<file path="src/rtl/sbcp_pkg.sv">
// ----------------------------------------------------------------------------
// sbcp_pkg
// Types and constants shared by the seven bit code packer.
// ----------------------------------------------------------------------------
package sbcp_pkg;

   localparam int unsigned CodeWidth = 7;
   localparam int unsigned ByteWidth = 8;
   localparam int unsigned TableDepth = 256;
   localparam int unsigned QueueDepth = 4;
   localparam int unsigned QueuePtrWidth = $clog2(QueueDepth);

   localparam logic [CodeWidth-1:0] TerminatorCode = 7'h7f;

   typedef enum logic [1:0] {
      OP_DATA = 2'd0,
      OP_END  = 2'd1,
      OP_LOAD = 2'd2,
      OP_NONE = 2'd3
   } opcode_type;

   typedef struct packed {
      opcode_type           opcode;
      logic [ByteWidth-1:0] byte_value;
      logic [CodeWidth-1:0] table_code;
   } req_type;

   typedef struct packed {
      logic [ByteWidth-1:0] packed_byte;
      logic                 last;
   } rsp_type;

endpackage

</file>
<file path="src/rtl/seven_bit_code_packer.sv">
// ----------------------------------------------------------------------------
// seven_bit_code_packer
// An item and its table lookup are registered in stage one; its bytes then
// go to the output queue, which sends one byte per cycle. One item per cycle
// while the queue has room for two bytes, the most that one end item yields.
// Reset clears the packing phase, the pending bits and the output queue; the
// code table is not cleared and holds whatever was loaded.
// ----------------------------------------------------------------------------
module seven_bit_code_packer
   import sbcp_pkg::*;
(
   input  logic    clock,
   input  logic    reset,
   input  logic    req_valid,
   output logic    req_ready,
   input  req_type req_item,
   output logic    rsp_valid,
   input  logic    rsp_ready,
   output rsp_type rsp_item
);

   logic [CodeWidth-1:0] code_mem [TableDepth];

   logic                 s1_valid_ff, s1_valid_in;
   opcode_type           s1_op_ff;
   logic [CodeWidth-1:0] code_ff;

   logic [2:0]           phase_ff, phase_in;
   logic [CodeWidth-1:0] left_ff, left_in;

   rsp_type                queue_ff [QueueDepth];
   logic [QueuePtrWidth-1:0] wr_ptr_ff, wr_ptr_in;
   logic [QueuePtrWidth-1:0] rd_ptr_ff, rd_ptr_in;
   logic [QueuePtrWidth:0]   count_ff, count_in;

   logic        req_fire;
   logic        rsp_fire;
   logic        s1_fire;
   logic [1:0]  push_num;
   rsp_type     push0;
   rsp_type     push1;
   logic [13:0] data_acc;
   logic [15:0] end_acc;
   logic [13:0] data_shifted;

   assign rsp_valid = (count_ff != '0);
   assign rsp_item  = queue_ff[rd_ptr_ff];
   assign rsp_fire  = rsp_valid && rsp_ready;

   assign s1_fire   = s1_valid_ff && (count_ff <= (QueuePtrWidth+1)'(QueueDepth - 2));
   assign req_ready = !s1_valid_ff || s1_fire;
   assign req_fire  = req_valid && req_ready;

   // code table
   always_ff @(posedge clock) begin
      if (req_fire && req_item.opcode == OP_LOAD) begin
         code_mem[req_item.byte_value] <= req_item.table_code;
      end
      if (req_fire) begin
         code_ff <= code_mem[req_item.byte_value];
      end
   end

   assign data_acc     = {left_ff, code_ff};
   assign data_shifted = data_acc >> (3'd7 - phase_ff);
   assign end_acc      = 16'({2'b00, left_ff, TerminatorCode}) << (4'(phase_ff) + 4'd1);

   always_comb begin
      phase_in = phase_ff;
      left_in  = left_ff;
      push_num = 2'd0;
      push0    = '0;
      push1    = '0;
      if (s1_fire) begin
         case (s1_op_ff)
            OP_DATA: begin
               phase_in = phase_ff + 3'd1;
               if (phase_ff == 3'd0) begin
                  left_in = code_ff;
               end else begin
                  push_num          = 2'd1;
                  push0.packed_byte = data_shifted[7:0];
                  push0.last        = 1'b1;
                  left_in           = code_ff & (7'h7f >> phase_ff);
               end
            end
            OP_END: begin
               if (phase_ff != 3'd0) begin
                  phase_in          = 3'd0;
                  left_in           = '0;
                  push0.packed_byte = end_acc[15:8];
                  if (phase_ff == 3'd7) begin
                     push_num   = 2'd1;
                     push0.last = 1'b1;
                  end else begin
                     push_num          = 2'd2;
                     push0.last        = 1'b0;
                     push1.packed_byte = end_acc[7:0];
                     push1.last        = 1'b1;
                  end
               end
            end
            default: begin
            end
         endcase
      end
   end

   always_comb begin
      s1_valid_in = s1_valid_ff;
      if (req_fire) begin
         s1_valid_in = 1'b1;
      end else if (s1_fire) begin
         s1_valid_in = 1'b0;
      end
      wr_ptr_in = wr_ptr_ff + QueuePtrWidth'(push_num);
      rd_ptr_in = rd_ptr_ff + QueuePtrWidth'(rsp_fire);
      count_in  = count_ff + (QueuePtrWidth+1)'(push_num)
                  - (QueuePtrWidth+1)'(rsp_fire);
   end

   always_ff @(posedge clock) begin
      if (reset) begin
         s1_valid_ff <= 1'b0;
         phase_ff    <= '0;
         left_ff     <= '0;
         wr_ptr_ff   <= '0;
         rd_ptr_ff   <= '0;
         count_ff    <= '0;
      end else begin
         s1_valid_ff <= s1_valid_in;
         phase_ff    <= phase_in;
         left_ff     <= left_in;
         wr_ptr_ff   <= wr_ptr_in;
         rd_ptr_ff   <= rd_ptr_in;
         count_ff    <= count_in;
      end
   end

   always_ff @(posedge clock) begin
      if (req_fire) begin
         s1_op_ff <= req_item.opcode;
      end
      if (push_num != 2'd0) begin
         queue_ff[wr_ptr_ff] <= push0;
      end
      if (push_num == 2'd2) begin
         queue_ff[wr_ptr_ff + QueuePtrWidth'(1)] <= push1;
      end
   end

endmodule

</file>
<file path="config.mk">
export PLATFORM = sky130hd
export DESIGN_NAME = seven_bit_code_packer
export DESIGN_NICKNAME = d
export VERILOG_FILES = /design/src/rtl/sbcp_pkg.sv /design/src/rtl/seven_bit_code_packer.sv
export SDC_FILE = /design/constraint.sdc
export NUM_CORES = 2
export LEC_CHECK = 0
export ABC_AREA = 1
export BUFFER_PORTS_ARGS = -buffer_cell sky130_fd_sc_hd__buf_2
export CAP_MARGIN = 20
export CORE_ASPECT_RATIO = 1.25
export CORE_MARGIN = 2
export CORE_UTILIZATION = 40
export DETAILED_ROUTE_END_ITERATION = 12
export PLACE_DENSITY_LB_ADDON = 0.08
export SLEW_MARGIN = 30
export SYNTH_ARGS = -nofsm -noshare
export SYNTH_HDL_FRONTEND = slang
export SYNTH_SLANG_ARGS = --single-unit
</file>
<file path="constraint.sdc">
create_clock -name clock -period 4.8 [get_ports clock]
set_input_delay 1.44 -clock clock [delete_from_list [all_inputs] [get_ports clock]]
set_output_delay 1.44 -clock clock [all_outputs]
set_load 0.01 [all_outputs]
</file>
==> run summary <==
hold_sp - left_ff[2]
setup tns final - 0 ns
largest net degree at the start of global routing - 165
Worst EP required - 5.35 ns
crit path cell chain - buf_8, inv_8, buf_12, buf_4, nand2_1, nand2_1, nand2_1, nand2_1, nand2_1, nand2_1, o21ai_1, nand2_1, nor2_1, nor2_1, nor2_1, nand2_1
dpl hpwl - 144000 µm
die width - 398 µm
Routed Antenna Nets - 0
Initial Util - 40.1%
Iteration-0 DRC Markers - 4492
most used cell, CP - nand2_1
share of layout cells above drive strength 1 - 9.27%
slowest cell delay on critical path - 0.60 ns
cts repair resizes - 0
die height - 497 µm
vias per cell - 5.02
Hold Crit Class - reg2reg
Filler cells - 18272
Detailed Route WL - 234000 µm
# IOs - 32
PwrDens - 390 nW/µm²
crit end category - flop
Sink Count - 1855
Worst path slowest cell - nor2_1
# hold bufs at CTS - 0
r2r startpoint - phase_ff[1]
Vias - 52557
number of global-route vias before repair - 52036
maxcap violations - 0
cell depth of the worst min-delay path - 2
root buf cell - clkbuf_16
outcome - finished clean
clock network fraction of total power - 42.1%
first-pass iteration count of the detailed router - 6
Slew Limit Fails - 0
Setup violations, final - 0
FF-to-FF End - count_ff[2]
Area Overhead vs Synth - 15.1%
synthesized area - 77800 µm²
H-tree Lvls - 4
RSZ-0062 raised after global routing - no
Die Area - 198000 µm²
FF-to-FF setup slack - 1.11 ns
Sw Share - 23.0%
initial antenna violation count - 9
number of distinct library cells after synthesis - 34
CTS tree - built
leak pwr - 35.8 nW
cts bufs inserted - 190
core area - 194000 µm²
r2r worst-path depth - 14
Hold Path End - left_ff[2]
most common cell after layout, fill and taps aside - nand2_1
skew final - 0.0305 ns
GRT overflow - 0
Startpoint Class - primary input
DRC errors left - 0
CTS Buffer Depth - 3
GP Congestion - 0.861
Switch Pwr - 8.04 mW
syn nets - 7537
worst-margin pin slew - 1.00 ns
clk_lat worst skew - 0.83 ns
internal power - 26.9 mW
Overall Power - 34.9 mW
Critical Path AT - 4.47 ns
max frequency - 255 MHz
gr usage total - 23.5%
commonest cells after routing, fill and taps aside - nand2_1, edfxtp_1, nor2_1
DR WL/cell - 22.4 µm
Seq pwr share - 51.2%
post-CTS setup buffer count - 0
Setup CP Type - in2reg
Slew HR - 33.0%
wire length of the first global-routing pass - 345000 µm
layout net count - 7778
synth warn - 0
Site Rows - 181
Peak VDD IR - 0.389 mV
minimum clock period - 3.92 ns
Comb power frac - 6.7%
register area share after synthesis - 71.4%
post-synthesis register bit count - 1855
Cells after Synth - 7503
CP max FO - 43
Worst-path clk slew - 0.06 ns
final hold vios - 0
period utilisation layout - 81.7%
PortBufs - 31
synthesized area per cell - 10.4 µm²
## state kept, by name, indices dropped and copies added, names as in the netlist
name / count
code_mem: 1792
queue_ff: 36
phase_ff: 3
s1_valid_ff: 1
rd_ptr_ff: 2
count_ff: 3
s1_op_ff: 2
wr_ptr_ff: 2
code_ff: 7
left_ff: 7
## how the worst max path moves through the flow
stage | start | end | slack (ns) | cells past startpoint
detailed placement | req_item[7] | code_ff[2] | 0.16 | 16
floorplan | req_item[7] | code_mem[112][0] | 1.49 | 8
global placement | req_item[7] | code_ff[2] | 0.18 | 16
CTS | rd_ptr_ff[0] | rsp_item[3] | 0.98 | 5
finish | req_item[7] | code_ff[2] | 0.88 | 16
global route | phase_ff[1] | count_ff[2] | 0.83 | 14
## critical path, delay by kind of cell
family                 cells  cell delay, ns
AND/OR/NAND/NOR           11            1.66
buffers and inverters      4            0.96
AO/OA/AOI/OAI              1            0.27
## cells in the mapped netlist (all sizes together)
library cell / number / area share, %
fa: 1 / 0.026
a31oi: 2 / 0.016
a21boi: 2 / 0.019
a21oi: 56 / 0.36
xnor2: 1 / 0.011
a32o: 1 / 0.013
inv: 63 / 0.30
nand2: 4294 / 21
and2: 1 / 0.0080
nor3: 5 / 0.045
edfxtp: 1837 / 71
o31ai: 2 / 0.019
o21ai: 207 / 1.3
a22oi: 1 / 0.0097
nor2: 400 / 2.0
nand3: 197 / 1.3
dfxtp: 18 / 0.46
o211ai: 4 / 0.039
o2111ai: 1 / 0.011
o22ai: 12 / 0.096
a22o: 1 / 0.011
xor2: 3 / 0.034
buf: 204 / 1.3
ha: 12 / 0.19
clkbuf: 177 / 0.85
o2bb2ai: 1 / 0.011
## power groups by stage
| stage | registers, mW | logic (mW) | clock network [mW] |
|---|---|---|---|
| 2_1_floorplan | 18.2 | 1.21 | 0 |
| 3_3_place_gp | 18.2 | 2.39 | 0 |
| 3_5_place_dp | 18.2 | 2.39 | 0 |
| 4_1_cts | 17.9 | 2.40 | 15.0 |
| 5_1_grt | 17.9 | 2.60 | 15.6 |
| 6_report | 17.9 | 2.36 | 14.7 |
## per-layer routing
metal	routed length [µm]	part of all wire [%]	vias up	track usage [%]
li1	-	-	25214	-
met1	103000	44	25776	32.1
met2	113000	48	1233	39.2
met3	10300	4.4	332	2.70
met4	7400	3.2	2	7.47
met5	7	0.0030	-	0
## area by class of cell
cell class	count	area [µm²]	area share [%]
multi-input combinational	5204	20500	22.9
antenna	4	10.0	0.0112
sequential	1855	55500	62.0
inverter	63	262	0.292
clock inverter	111	1030	1.15
tap	2562	3210	3.58
timing repair buffer	430	3960	4.43
clock buffer	231	5060	5.65
## per-stage QoR
stage | hold slack [ns] | utilization, % | area [µm²] | std cells | worst slack, ns
after floorplan | 0.448 | - | 77800 | 7503 | 1.49
after global placement | 0.501 | 43.0 | 83400 | 10113 | 0.185
after detailed placement | 0.512 | 43.0 | 83400 | 10114 | 0.163
after CTS | 0.524 | 46.2 | 89500 | 10456 | 0.977
after global routing | 0.529 | 46.2 | 89500 | 10457 | 0.830
final | 0.515 | 46.2 | 89500 | 10460 | 0.880
## logic make-up (layout without fill, tap and decap cells)
| kind of cell | after synthesis | in the layout | synth area share [%] |
|---|---|---|---|
| flip-flops | 1855 | 1855 | 71.4 |
| AO/OA/AOI/OAI | 290 | 290 | 1.94 |
| XOR/XNOR | 4 | 4 | 0.0450 |
| adder cells (fa/ha/maj) | 13 | 13 | 0.219 |
| other | 0 | 4 | 0 |
| AND/OR/NAND/NOR | 4897 | 4897 | 24.0 |
| buffers and inverters | 444 | 835 | 2.43 |
Power figures use the tool's default switching activity.
